**src/tdp_pkg.sv**
```systemverilog
// ----------------------------------------------------------------------------
// tdp_pkg
// Shared types and constants for the trial-division prime tester.
// ----------------------------------------------------------------------------
package tdp_pkg;

    localparam int DEF_NUMBER_WIDTH = 32;
    localparam int PRIME_W          = 31;

    typedef enum logic [1:0] {
        VERDICT_LOW       = 2'd0,
        VERDICT_COMPOSITE = 2'd1,
        VERDICT_PRIME     = 2'd2
    } t_verdict;

    typedef struct packed {
        logic done;
        logic zero;
    } t_rem_status;

endpackage

```
**src/tdp_rem_unit.sv**
```systemverilog
// ----------------------------------------------------------------------------
// tdp_rem_unit
// Bit-serial restoring remainder unit: one dividend bit per cycle.
// ----------------------------------------------------------------------------
module tdp_rem_unit
    import tdp_pkg::*;
#(
    parameter int NUMBER_WIDTH = DEF_NUMBER_WIDTH,
    parameter int DIV_WIDTH    = (NUMBER_WIDTH + 1) / 2 + 1
) (
    input  logic                    i_clk,
    input  logic                    i_rst_n,
    input  logic                    i_start,
    input  logic [NUMBER_WIDTH-1:0] i_dividend,
    input  logic [DIV_WIDTH-1:0]    i_divisor,
    output t_rem_status             o_status
);

    localparam int CNT_W = $clog2(NUMBER_WIDTH + 1);

    logic                    r_busy;
    logic                    r_done;
    logic [CNT_W-1:0]        r_cnt;
    logic [NUMBER_WIDTH-1:0] r_dividend;
    logic [DIV_WIDTH-1:0]    r_divisor;
    logic [DIV_WIDTH-1:0]    r_rem;

    logic [DIV_WIDTH:0]      shifted;
    logic [DIV_WIDTH:0]      diff;
    logic [DIV_WIDTH-1:0]    n_rem;

    always_comb begin
        shifted = {r_rem, r_dividend[NUMBER_WIDTH-1]};
        diff    = shifted - {1'b0, r_divisor};
        if (shifted >= {1'b0, r_divisor}) begin
            n_rem = diff[DIV_WIDTH-1:0];
        end else begin
            n_rem = shifted[DIV_WIDTH-1:0];
        end
    end

    always_ff @(posedge i_clk) begin
        if (!i_rst_n) begin
            r_busy <= 1'b0;
            r_done <= 1'b0;
            r_cnt  <= '0;
        end else begin
            r_done <= 1'b0;
            if (i_start) begin
                r_busy <= 1'b1;
                r_cnt  <= CNT_W'(NUMBER_WIDTH);
            end else if (r_busy) begin
                r_cnt <= r_cnt - CNT_W'(1);
                if (r_cnt == CNT_W'(1)) begin
                    r_busy <= 1'b0;
                    r_done <= 1'b1;
                end
            end
        end
    end

    always_ff @(posedge i_clk) begin
        if (i_start) begin
            r_dividend <= i_dividend;
            r_divisor  <= i_divisor;
            r_rem      <= '0;
        end else if (r_busy) begin
            r_dividend <= {r_dividend[NUMBER_WIDTH-2:0], 1'b0};
            r_rem      <= n_rem;
        end
    end

    assign o_status.done = r_done;
    assign o_status.zero = (r_rem == '0);

    a_rem_below_divisor: assert property (@(posedge i_clk) disable iff (!i_rst_n)
        r_busy |-> r_rem < r_divisor)
        else $error("remainder reached divisor");

    a_done_after_busy: assert property (@(posedge i_clk) disable iff (!i_rst_n)
        r_done |-> $past(r_busy))
        else $error("done without a pass");

    a_no_start_while_busy: assert property (@(posedge i_clk) disable iff (!i_rst_n)
        r_busy |-> !i_start)
        else $error("start while busy");

endmodule

```
**config.mk**
```make
export PLATFORM = sky130hd
export DESIGN_NAME = tdp_rem_unit
export DESIGN_NICKNAME = d
export VERILOG_FILES = /design/src/tdp_pkg.sv /design/src/tdp_rem_unit.sv
export SDC_FILE = /design/constraint.sdc
export NUM_CORES = 1
export LEC_CHECK = 0
export ABC_AREA = 1
export BUFFER_PORTS_ARGS = -buffer_cell sky130_fd_sc_hd__clkbuf_2
export CAP_MARGIN = 40
export CORE_MARGIN = 4
export CORE_UTILIZATION = 54
export CTS_BUF_LIST = sky130_fd_sc_hd__clkbuf_4 sky130_fd_sc_hd__clkbuf_8
export CTS_CLUSTER_DIAMETER = 200
export DETAILED_ROUTE_END_ITERATION = 8
export GPL_TIMING_DRIVEN = 0
export PLACE_DENSITY = 0.82
export SYNTH_ARGS = -nofsm -noshare
export SYNTH_HDL_FRONTEND = slang
export SYNTH_SLANG_ARGS = --single-unit
```
**constraint.sdc**
```tcl
create_clock -name i_clk -period 1.82 [get_ports i_clk]
set_input_delay 0.091 -clock i_clk [delete_from_list [all_inputs] [get_ports i_clk]]
set_output_delay 0.091 -clock i_clk [all_outputs]
set_load 0.02 [all_outputs]
```
Yosys cells after proc, flatten, opt, wreduce, memory -nomap -nowiden
Cells that the tools add are included.
{"block": "totals", "regBits": 74, "word_cells": 26}
{"block": "classes", "mux": 9, "n_reduce_logical": 4, "add_sub_neg": 2, "n_lt_le_gt_ge": 1, "eq_ne": 1, "n_bitwise": 2}
{"cell": "32-bit 2-to-1 mux", "n": 2}
{"cell": "18-bit by 17-bit greater-or-equal comparator with 1-bit output", "n": 1}
{"cell": "17-bit logical NOT", "n": 1}
{"cell": "17-bit 2-to-1 mux", "n": 1}
{"cell": "17-bit subtractor", "n": 1}
{"cell": "6-bit 2-to-1 mux", "n": 2}
{"cell": "6-bit by 1-bit == test with 1-bit output, second input constant", "n": 1}
{"cell": "6-bit by 1-bit subtractor with 6-bit output, second input constant", "n": 1}
{"cell": "1-bit 2-to-1 mux", "n": 4}
{"cell": "3-bit OR reduction", "n": 1}
{"cell": "1-bit NOT", "n": 2}
{"cell": "2-bit nonzero test", "n": 1}
{"cell": "2-bit OR reduction", "n": 1}

Longest topological paths before layout
Gate-level depths: netlist of the first run.
{"block": "depth", "ltp_word": 4, "ltp_mapped": 14}

Worst setup path after synthesis of the first run
Ideal clock, no wire load.
{"block": "synth_path", "path_type": "register to register", "startpoint": "register r_dividend[31]", "endpoint": "register r_rem[7]", "path_stages_with_launch": 12, "required_ns": 1.664, "n_path_buf": 1, "slack_ns": -0.086, "arrival_time_ns": 1.750, "cell_sequence": "edfxtp_1 -> inv_1 -> ha_1 -> inv_1 -> fa_1 -> nand3_1 -> nand3_2 -> nand2_4 -> buf_2 -> nand3_1 -> nand3_2 -> o21ai_1"}
{"block": "synth_between", "elab_chain_len": 2, "elab_cells_between_ends": 3, "classes_between": "1 x add/sub; 1 x order compare; 1 x mux"}
{"element": "start: declaration", "line_no": "tdp_rem_unit.sv:24", "text": "logic [NUMBER_WIDTH-1:0] r_dividend;"}
{"element": "start signal: assignment", "line_no": "tdp_rem_unit.sv:64", "text": "r_dividend <= i_dividend;"}
{"element": "start signal: assignment", "line_no": "tdp_rem_unit.sv:68", "text": "r_dividend <= {r_dividend[NUMBER_WIDTH-2:0], 1'b0};"}
{"element": "17-bit subtractor / 18-bit by 17-bit greater-or-equal comparator with 1-bit output (equally long branches)", "line_no": "tdp_rem_unit.sv:34, tdp_rem_unit.sv:35"}
{"element": "17-bit 2-to-1 mux *", "line_no": "tdp_rem_unit.sv:35", "text": "if (shifted >= {1'b0, r_divisor}) begin"}
{"element": "end signal: assignment", "line_no": "tdp_rem_unit.sv:69", "text": "r_rem <= n_rem;"}
{"element": "end: declaration", "line_no": "tdp_rem_unit.sv:26", "text": "logic [DIV_WIDTH-1:0] r_rem;"}
Mark *: on every way between the ends. The rest lies on a longest branch, timed or not.
A chain may end at the register's enable or synchronous reset.

Final worst setup path of the first run
{"block": "layout_path", "startpoint": "register r_divisor[14]", "endpoint": "register r_rem[11]"}
{"block": "layout_between", "elab_chain_len": 2}
{"element": "start: declaration", "line_no": "tdp_rem_unit.sv:25", "text": "logic [DIV_WIDTH-1:0] r_divisor;"}
{"element": "start signal: assignment", "line_no": "tdp_rem_unit.sv:65", "text": "r_divisor <= i_divisor;"}
{"element": "18-bit by 17-bit greater-or-equal comparator with 1-bit output", "line_no": "tdp_rem_unit.sv:35"}
{"element": "17-bit 2-to-1 mux", "line_no": "tdp_rem_unit.sv:35"}
Every way passes these cells.

==> out/summary.txt, run 1 <==
Synth Area in Compound Gates -> 2.86%
CP endpoint kind -> flip-flop
Overall Global Routing Usage -> 23.8%
worst reg-to-reg path cell count -> 12
Placed Area -> 4720 um2
CP Max Fanout -> 8
Wirelength per Cell -> 17.3 um
Fill cells -> 472
pwr dens -> 655 nW/um2
leading cell type in the layout, fill and taps excluded -> nand2_1
Pwr Total -> 3810 uW
input/output buffers -> 53
DR iter-0 viols -> 431
Relative slew margins -> 43.3%
CTS root buf -> clkbuf_8
final worst-path setup slack -> -0.320 ns
Nets -> 731
Antenna diodes -> 0
Die Area -> 9440 um2
status -> complete, but fails checks
dpl hpwl -> 7260 um
Clock Sinks -> 74
RR Startpoint -> r_divisor[14]
final wirelength -> 13300 um
Layout Utilization -> 75.2%
vias per inst -> 5.66
critical path data required time -> 2.05 ns
Worst EP arrival -> 2.37 ns
Seq pwr share -> 52.0%
CTS tree -> built
Psw -> 1090 uW
total vias in the final route -> 4335
Net Count, Synth -> 622
max layer used -> met4
boundary pin count -> 54
total grt overflow -> 0
Fin. Hold Viols -> 0
HP Start -> i_dividend[27]
XOR/XNOR share of the synthesized area -> 1.84%
first-pass GRT wire length -> 18300 um
Int Pwr -> 2710 uW
largest net degree at the start of global routing -> 22
synthesized-area fraction occupied by adder cells -> 6.00%
placed cell count -> 706
TritonRoute pass-1 iters -> 5
share of layout cells above drive strength 1 -> 30.1%
max-slew violation count -> 0
RSZ-0062 raised after global routing -> yes
Die X -> 97.2 um
Sw Share -> 28.7%
antenna violations before repair -> 0
fin area -> 5810 um2
clk_lat worst skew -> 0.35 ns
worst-case clock buffer depth -> 2
met1 wire length -> 4830 um
Post-route DRC -> 0
gpl congestion -> 0.937
violated checks -> negative setup slack
final instance count without filler cells -> 766
Reg2Reg Capture Point -> r_rem[11]
FF-to-FF setup slack -> -0.32 ns
commonest cells after routing, fill and taps aside -> nand2_1 (196), inv_1 (69), clkbuf_2 (53)
worst setup path class -> reg -> reg
leak pwr -> 0.00279 uW
Slew @ Worst Pin -> 0.847 ns
post-synthesis cell type count -> 34
clock power share -> 30.3%
CTS H-tree depth -> 3
chip height -> 97.2 um
clock period minus worst slack -> 2.14 ns
Worst Skew -> 0.0116 ns
starting density of the core -> 55.6%
simple-gate portion of the synthesized area -> 34.0%
Syn. warnings -> 0
FP Rows -> 32
Hold Crit Depth -> 3
Mapped Avg Cell Area -> 7.81 um2
Final period util -> 118%
vias in the first global route -> 4027
# setup viols final -> 18
CTS buffer count -> 9
Synth-to-Final Area Change -> 35.4%
largest family of logic cells by synthesized area -> simple AND/OR/NAND/NOR gates
combinational power share -> 17.7%
Mapped Cells -> 550
max-cap violation count -> 0
mux share of post-synthesis cell area -> 0%
Synth Cell Area -> 4290 um2
total core area -> 7730 um2
Clk pin slew, worst setup/hold paths -> 0.08 ns
Routed met2 length -> 6570 um
routed wl met3 -> 1080 um
sequential fraction of the synthesis area -> 45.9%
highest clock rate -> 0.467 GHz
Setup crit start kind -> flip-flop
worst min-delay path class -> in -> reg
Peak VDD IR -> 0.000456 V
hold endpoint -> r_dividend[27]
Yosys reg bits -> 74
DRT antenna net count -> 0
## synth_stat cells (all sizes together)
| cell | number | area (um2) |
|---|---|---|
| a211oi | 1 | 7.51 |
| a21oi | 12 | 60.1 |
| and2 | 1 | 6.26 |
| and3 | 1 | 6.26 |
| buf | 7 | 55.1 |
| clkbuf | 6 | 22.5 |
| dfxtp | 25 | 500 |
| edfxtp | 49 | 1470 |
| fa | 1 | 20.0 |
| ha | 19 | 238 |
| inv | 86 | 323 |
| nand2 | 224 | 876 |
| nand3 | 48 | 295 |
| nand3b | 7 | 52.6 |
| nand4 | 4 | 25.0 |
| nor2 | 26 | 113 |
| nor3 | 5 | 36.3 |
| nor3b | 1 | 7.51 |
| nor4 | 4 | 25.0 |
| o21ai | 11 | 55.1 |
| or2 | 3 | 18.8 |
| xnor2 | 6 | 52.6 |
| xor2 | 3 | 26.3 |
## sequential cells by signal, summed over array words and instances, names as in the netlist
| signal | count |
|---|---|
| r_busy | 1 |
| r_dividend | 32 |
| r_rem | 17 |
| r_done | 1 |
| r_divisor | 17 |
| r_cnt | 6 |
## logic make-up (layout without fill, tap and decap cells)
logic type / count (synthesis) / after routing
adder cells (fa/ha/maj): 20 / 20
flip-flops: 74 / 74
XOR/XNOR: 9 / 9
AND/OR/NAND/NOR: 324 / 324
buffers and inverters: 99 / 213
AO/OA/AOI/OAI: 24 / 24
## worst max-delay path by stage
stage / start / to / depth (start not counted)
global placement: i_start / r_dividend[2] / 4
CTS: r_dividend[31] / r_rem[7] / 12
finish: r_divisor[14] / r_rem[11] / 12
global route: r_divisor[10] / r_rem[11] / 12
floorplan: r_dividend[31] / r_rem[7] / 11
detailed placement: i_start / r_dividend[0] / 5
## power groups by stage
stage,clock (uW),sequential (uW),combinational [uW]
floorplan,0,2000,313
global placement,0,2010,448
detailed placement,0,2010,475
CTS,1160,1970,582
global route,1230,1990,731
finish,1150,1980,673
## metrics by stage
step / hold WS, ns / TNS (ns) / setup WS [ns]
floorplan: 0.190 / 0 / 0.00693
global placement: 0.267 / -25.97 / -0.645
detailed placement: 0.270 / -14.14 / -0.403
CTS: 0.000222 / -0.634 / -0.0697
global route: 0.0123 / -5.63 / -0.315
finish: 0.0104 / -3.95 / -0.320
## cell type report
type                            instances  area (um2)  area share (%)
Sequential cell                        74        1980            34.0
Tap cell                              102         128            2.20
Multi-Input combinational cell        377        2390            41.2
Buffer                                 13        87.6            1.51
Inverter                               86         327            5.62
Clock inverter                          7        52.6           0.904
Clock buffer                            9         124            2.13
Timing Repair Buffer                   98         723            12.4
## worst max-delay path, stage by stage (launching register included)
cell and delay, ns:
edfxtp_1 0.38, inv_2 0.06, ha_4 0.29, nand2_2 0.08, nor2_1 0.22, nand2_1 0.17, nor3_4 0.19, nor2_4 0.10
nand2_8 0.12, buf_12 0.14, nand3_2 0.11, nand3_2 0.09, nand2_1 0.07
## per-layer routing
| metal | GRT usage, % | vias up |
|---|---|---|
| li1 | - | 1963 |
| met2 | 42.7 | 276 |
| met4 | 10.7 | 0 |
| met1 | 26.9 | 2002 |
| met5 | 0 | - |
| met3 | 5.31 | 94 |
## what timing repair did
action                                  CTS  global route
gates cloned                              0             3
setup buffers                             6             5
pin swaps                                 7            30
endpoints found under the setup margin   39            39
resized for setup                        34            78
hold buffers                             30             0
hold endpoints to repair                 31             0
(Power assumes the default switching activity.)
==> run 2, diff against run 1 <==
==> config.mk (replaced) <==
export PLATFORM = sky130hd
export DESIGN_NAME = tdp_rem_unit
export DESIGN_NICKNAME = d
export VERILOG_FILES = /design/src/tdp_pkg.sv /design/src/tdp_rem_unit.sv
export SDC_FILE = /design/constraint.sdc
export NUM_CORES = 1
export LEC_CHECK = 0
export ABC_AREA = 1
export BUFFER_PORTS_ARGS = -buffer_cell sky130_fd_sc_hd__buf_2
export CAP_MARGIN = 40
export CORE_MARGIN = 4
export CORE_UTILIZATION = 55
export CTS_BUF_LIST = sky130_fd_sc_hd__clkbuf_4 sky130_fd_sc_hd__clkbuf_8
export CTS_CLUSTER_DIAMETER = 50
export DETAILED_ROUTE_END_ITERATION = 8
export GPL_TIMING_DRIVEN = 0
export PLACE_DENSITY = 0.8
export SYNTH_ARGS = -nofsm -noshare
export SYNTH_HDL_FRONTEND = slang
export SYNTH_SLANG_ARGS = --single-unit
==> constraint.sdc (replaced) <==
create_clock -name i_clk -period 2.27 [get_ports i_clk]
set_input_delay 0.1135 -clock i_clk [delete_from_list [all_inputs] [get_ports i_clk]]
set_output_delay 0.1135 -clock i_clk [all_outputs]
set_load 0.02 [all_outputs]
==> out/summary.txt, run 2 (synthesis gave the netlist of run 1 again) <==
clock period minus worst slack -> 2.10 ns
gpl congestion -> 0.896
placed cell count -> 703
vias per inst -> 5.01
Setup TNS Final -> 0 ns
critical path data required time -> 2.48 ns
max-cap violation count -> 0
Die Area -> 9280 um2
critical-path cell list -> inv_1 > ha_1 > inv_1 > fa_1 > nand3_1 > nand3_2 > nand2_4 > clkbuf_4 > nand3_1 > nand3_2 > o21ai_1
status -> finished clean
boundary pin count -> 54
highest clock rate -> 0.477 GHz
Setup crit start kind -> flip-flop
max-slew violation count -> 0
largest net degree at the start of global routing -> 25
total grt overflow -> 0
Fill cells -> 572
DRT antenna net count -> 0
worst min-delay path class -> in -> reg
Die X -> 96.3 um
first-pass GRT wire length -> 16000 um
Final period util -> 92.4%
CTS buffer count -> 9
worst setup path class -> reg -> reg
Worst EP arrival -> 2.30 ns
CP endpoint kind -> flip-flop
leak pwr -> 0.00263 uW
Nets -> 705
Post-Route Hold Slack -> 0.0239 ns
vias in the first global route -> 3588
Clk pin slew, worst setup/hold paths -> 0.08 ns
register name with the most flops -> r_dividend
input/output buffers -> 53
worst-case clock buffer depth -> 2
CTS H-tree depth -> 3
dpl hpwl -> 6900 um
Overall Global Routing Usage -> 22.4%
antenna violations before repair -> 0
DR iter-0 viols -> 279
total vias in the final route -> 3691
Post-route DRC -> 0
Worst path slowest cell -> fa_1
Wirelength per Cell -> 12.6 um
clk_lat worst skew -> 0.34 ns
TritonRoute pass-1 iters -> 6
top flop regs -> r_dividend (32), r_divisor (17), r_rem (17)
worst path buffer plus inverter count -> 3
Peak VDD IR -> 0.000569 V
CP top delay family -> simple AND/OR/NAND/NOR gates
CTS root buf -> clkbuf_8
starting density of the core -> 57.9%
max reg flops -> 32
final wirelength -> 9310 um
leading cell type in the layout, fill and taps excluded -> nand2_1
Clock Sinks -> 74
Relative slew margins -> 56.3%
CTS tree -> built
pwr dens -> 607 nW/um2
postcts setup bufs -> 0
Worst Skew -> 0.0125 ns
CP max stage delay -> 0.42 ns
Slew @ Worst Pin -> 0.655 ns
RSZ-0062 raised after global routing -> no
FP Rows -> 31
CP Max Fanout -> 10
Antenna diodes -> 0
total core area -> 7410 um2
Synth-to-Final Area Change -> 19.0%
chip height -> 96.3 um
final instance count without filler cells -> 737
commonest cells after routing, fill and taps aside -> nand2_1 (214), inv_1 (84), buf_2 (53)
share of layout cells above drive strength 1 -> 16.0%
# setup viols final -> 0
Fin. Hold Viols -> 0
==> run 2: repair_timing <==
item | CTS | global route
hold buffers | 18 | 0
resized for setup | 0 | 1
setup endpoints to repair | 0 | 1
hold endpoints to repair | 18 | 0
==> run 2: worst reg2reg max path: cells and delay by family (launching register included) <==
kind / cells / cell delay, ns
simple gates: 5 / 0.61
flops: 1 / 0.36
fa+ha+maj: 2 / 0.57
compound gates: 1 / 0.06
buf+inv: 3 / 0.37
==> run 2: report_power, final <==
part,switching [uW],internal [uW]
Clock,476,640
Sequential,32.8,1550
Combinational,242,162
==> run 2: layout make-up <==
cell class	count	area [um2]	share of cell area (%)
tap	99	124	2.42
clock inverter	5	78.8	1.54
clock buffer	11	139	2.72
timing repair buffer	72	473	9.26
multi-input combinational	377	1920	37.6
inverter	86	323	6.32
sequential	74	1970	38.6
buffer	13	80.1	1.57
==> run 2: metrics by stage <==
stage               utilization [%]  total power, uW  area, um2  setup slack, ns
floorplan                         -             1850       4290            0.364
global placement               63.2             1960       4680           -0.156
detailed placement             63.6             1980       4710            0.162
CTS                            68.9             3120       5110            0.150
global route                   69.0             3250       5110           0.0283
finish                         69.0             3100       5110            0.171
==> run 2: final timing paths <==
| check | startpoint | endpoint | slack (ns) | cells after the start |
|---|---|---|---|---|
| setup / recovery | r_dividend[31] | r_rem[7] | 0.17 | 11 |
| setup reg to reg | r_dividend[31] | r_rem[7] | 0.17 | 11 |
| hold reg to reg | r_cnt[0] | r_cnt[0] | 0.50 | 2 |
| hold / removal | i_dividend[0] | r_dividend[0] | 0.02 | 3 |
==> run 2: metal layers <==
metal  wire [um]  track usage, %  share of wire [%]  vias to the layer above
met3         495            4.85                5.3                        8
met2        4680            39.5                 50                       98
met5           0               0                  0                        -
met4          98            7.13                1.1                        0
met1        4030            27.1                 43                     1679
li1            -               -                  -                     1906
==> run 3, diff against run 2 <==
--- a/config.mk
+++ b/config.mk
@@ -5,7 +5,6 @@
 export SDC_FILE = /design/constraint.sdc
 export NUM_CORES = 1
 export LEC_CHECK = 0
-export ABC_AREA = 1
 export BUFFER_PORTS_ARGS = -buffer_cell sky130_fd_sc_hd__buf_2
 export CAP_MARGIN = 40
 export CORE_MARGIN = 4
@@ -14,7 +13,7 @@
 export CTS_CLUSTER_DIAMETER = 50
 export DETAILED_ROUTE_END_ITERATION = 8
 export GPL_TIMING_DRIVEN = 0
-export PLACE_DENSITY = 0.8
+export PLACE_DENSITY = 0.81
 export SYNTH_ARGS = -nofsm -noshare
 export SYNTH_HDL_FRONTEND = slang
 export SYNTH_SLANG_ARGS = --single-unit
==> out/summary.txt, run 3 <==
antenna violations before repair -> 0
Synth-to-Final Area Change -> 23.6%
first-pass GRT wire length -> 14400 um
max-cap violation count -> 0
DR iter-0 viols -> 223
Clk pin slew, worst setup/hold paths -> 0.08 ns
CTS buffer count -> 9
cell with the most instances after synthesis -> edfxtp_1
DRT antenna net count -> 0
critical-path cell list -> inv_2 > ha_4 > inv_2 > fa_2 > a21o_1 > a221o_1 > o21ai_2 > nand3_4 > buf_6 > o21a_1 > o31ai_1
leading cell type in the layout, fill and taps excluded -> buf_2
Top FF cell, synth -> edfxtp_1
critical path data required time -> 2.53 ns
synth cell count leaders -> edfxtp_1 (49), nand2_1 (32), mux2_2 (31)
Worst Skew -> 0.00637 ns
Clock Sinks -> 74
Placement Setup Slack -> -0.371 ns
final instance count without filler cells -> 551
RR Startpoint -> r_dividend[31]
max reg flops -> 32
Slew @ Worst Pin -> 0.756 ns
register name with the most flops -> r_dividend
Pwr Total -> 3120 uW
CP max stage delay -> 0.38 ns
placed cell count -> 511
FP Rows -> 30
Final period util -> 110%
Nets -> 522
hold endpoint -> r_cnt[5]
input/output buffers -> 53
chip height -> 93.5 um
Peak VDD IR -> 0.000526 V
post-synthesis cell type count -> 61
Yosys reg bits -> 74
Layout Utilization -> 71.5%
clock period minus worst slack -> 2.50 ns
Syn. warnings -> 0
Mapped Avg Cell Area -> 11.1 um2
Mapped Cells -> 361
Synth area leaders -> edfxtp_1 (37%), dfxtp_1 (12%), mux2_2 (8.7%)
gpl congestion -> 0.927
Hold Crit Depth -> 2
CTS H-tree depth -> 3
total vias in the final route -> 3086
worst reg-to-reg path cell count -> 11
top flop regs -> r_dividend (32), r_divisor (17), r_rem (17)
sequential fraction of the synthesis area -> 49.1%
Die Area -> 8740 um2
Overall Global Routing Usage -> 21.1%
dpl hpwl -> 6060 um
boundary pin count -> 54
status -> complete, but fails checks
vias per inst -> 5.60
worst min-delay path class -> in -> reg
Worst EP arrival -> 2.76 ns
worst setup path class -> reg -> reg
vias in the first global route -> 3139
largest net degree at the start of global routing -> 24
post-synthesis async set-or-reset flop share -> 0%
Wirelength per Cell -> 16.3 um
Die X -> 93.5 um
Fin. Hold Viols -> 0
final worst-path setup slack -> -0.234 ns
RSZ-0062 raised after global routing -> yes
Post-route DRC -> 0
CTS root buf -> clkbuf_8
CP top delay family -> compound AO/OA/AOI/OAI gates
starting density of the core -> 57.9%
Antenna diodes -> 0
max-slew violation count -> 0
Setup TNS Final -> -2.94 ns
total core area -> 6940 um2
# setup viols final -> 17
CP dominant cell by count -> inv_2
total grt overflow -> 0
Setup crit start kind -> flip-flop
violated checks -> negative setup slack
Synth top area share -> 36.6%
HP Start -> i_rst_n
leak pwr -> 0.00202 uW
CP endpoint kind -> flip-flop
Post-synth EDFFs -> 49
final wirelength -> 8950 um
FF-to-FF setup slack -> -0.23 ns
largest area contributor in the netlist -> edfxtp_1
share of layout cells above drive strength 1 -> 31.6%
worst-case clock buffer depth -> 2
Reg2Reg Capture Point -> r_rem[13]
CP Max Fanout -> 6
Synth Cell Area -> 4020 um2
Worst path slowest cell -> edfxtp_1
highest clock rate -> 0.399 GHz
TritonRoute pass-1 iters -> 4
clk_lat worst skew -> 0.34 ns
Relative slew margins -> 49.4%
worst path buffer plus inverter count -> 3
commonest cells after routing, fill and taps aside -> buf_2 (53), edfxtp_1 (49), mux2_2 (31)
Net Count, Synth -> 433
CTS tree -> built
pwr dens -> 628 nW/um2
[run 3: area by class of cell]
| type | count | area [um2] |
|---|---|---|
| Tap cell | 96 | 120 |
| Timing Repair Buffer | 79 | 534 |
| Clock inverter | 7 | 68.8 |
| Buffer | 18 | 116 |
| Inverter | 23 | 86.3 |
| Sequential cell | 74 | 1970 |
| Fill cell | 477 | 1980 |
| Clock buffer | 9 | 124 |
| Multi-Input combinational cell | 245 | 1940 |
[run 3: power breakdown]
group          total [uW]  switching [uW]  internal [uW]  leakage [uW]
combinational         503             260            243       0.00123
sequential           1590            42.4           1550      0.000692
clock                1020             516            507     0.0000987
total                3120             819           2300       0.00202
[run 3: through the flow]
step | hold slack (ns) | area, um2
3_5_place_dp | 0.292 | 4450
2_1_floorplan | 0.212 | 4040
4_1_cts | 0.00426 | 4910
5_1_grt | 0.0123 | 4970
3_3_place_gp | 0.289 | 4420
6_report | 0.0100 | 4970
[run 3: logic make-up after synthesis]
| family | count (synthesis) | share of synthesized area [%] |
|---|---|---|
| buf+inv | 42 | 4.80 |
| flops | 74 | 49.1 |
| compound gates | 81 | 14.3 |
| fa+ha+maj | 20 | 6.42 |
| simple gates | 87 | 10.8 |
| mux | 40 | 10.9 |
| xor+xnor | 17 | 3.71 |
[run 3: how the worst max path moves through the flow]
stage / from / endpoint / slack (ns) / cells after the start
2_1_floorplan: r_dividend[31] / r_rem[0] / -0.02 / 11
3_3_place_gp: r_dividend[31] / r_rem[12] / -0.33 / 10
3_5_place_dp: r_dividend[31] / r_rem[12] / -0.37 / 10
4_1_cts: r_dividend[31] / r_rem[5] / -0.17 / 11
5_1_grt: r_dividend[31] / r_rem[7] / -0.28 / 11
6_report: r_dividend[31] / r_rem[13] / -0.23 / 11
[run 3: layer usage]
layer / global-route usage [%] / share of wire, %
met1: 26.4 / 43
met2: 35.0 / 49
met3: 5.47 / 6.2
met4: 8.06 / 2.0
met5: 0 / 0
[run 3: repair_timing]
action | in CTS | in global routing
setup buffers | 4 | 3
pin swaps | 7 | 8
hold endpoints to repair | 17 | 0
hold buffers | 17 | 0
setup endpoints to repair | 17 | 17
gates resized for setup | 26 | 12
cloned | 1 | 0
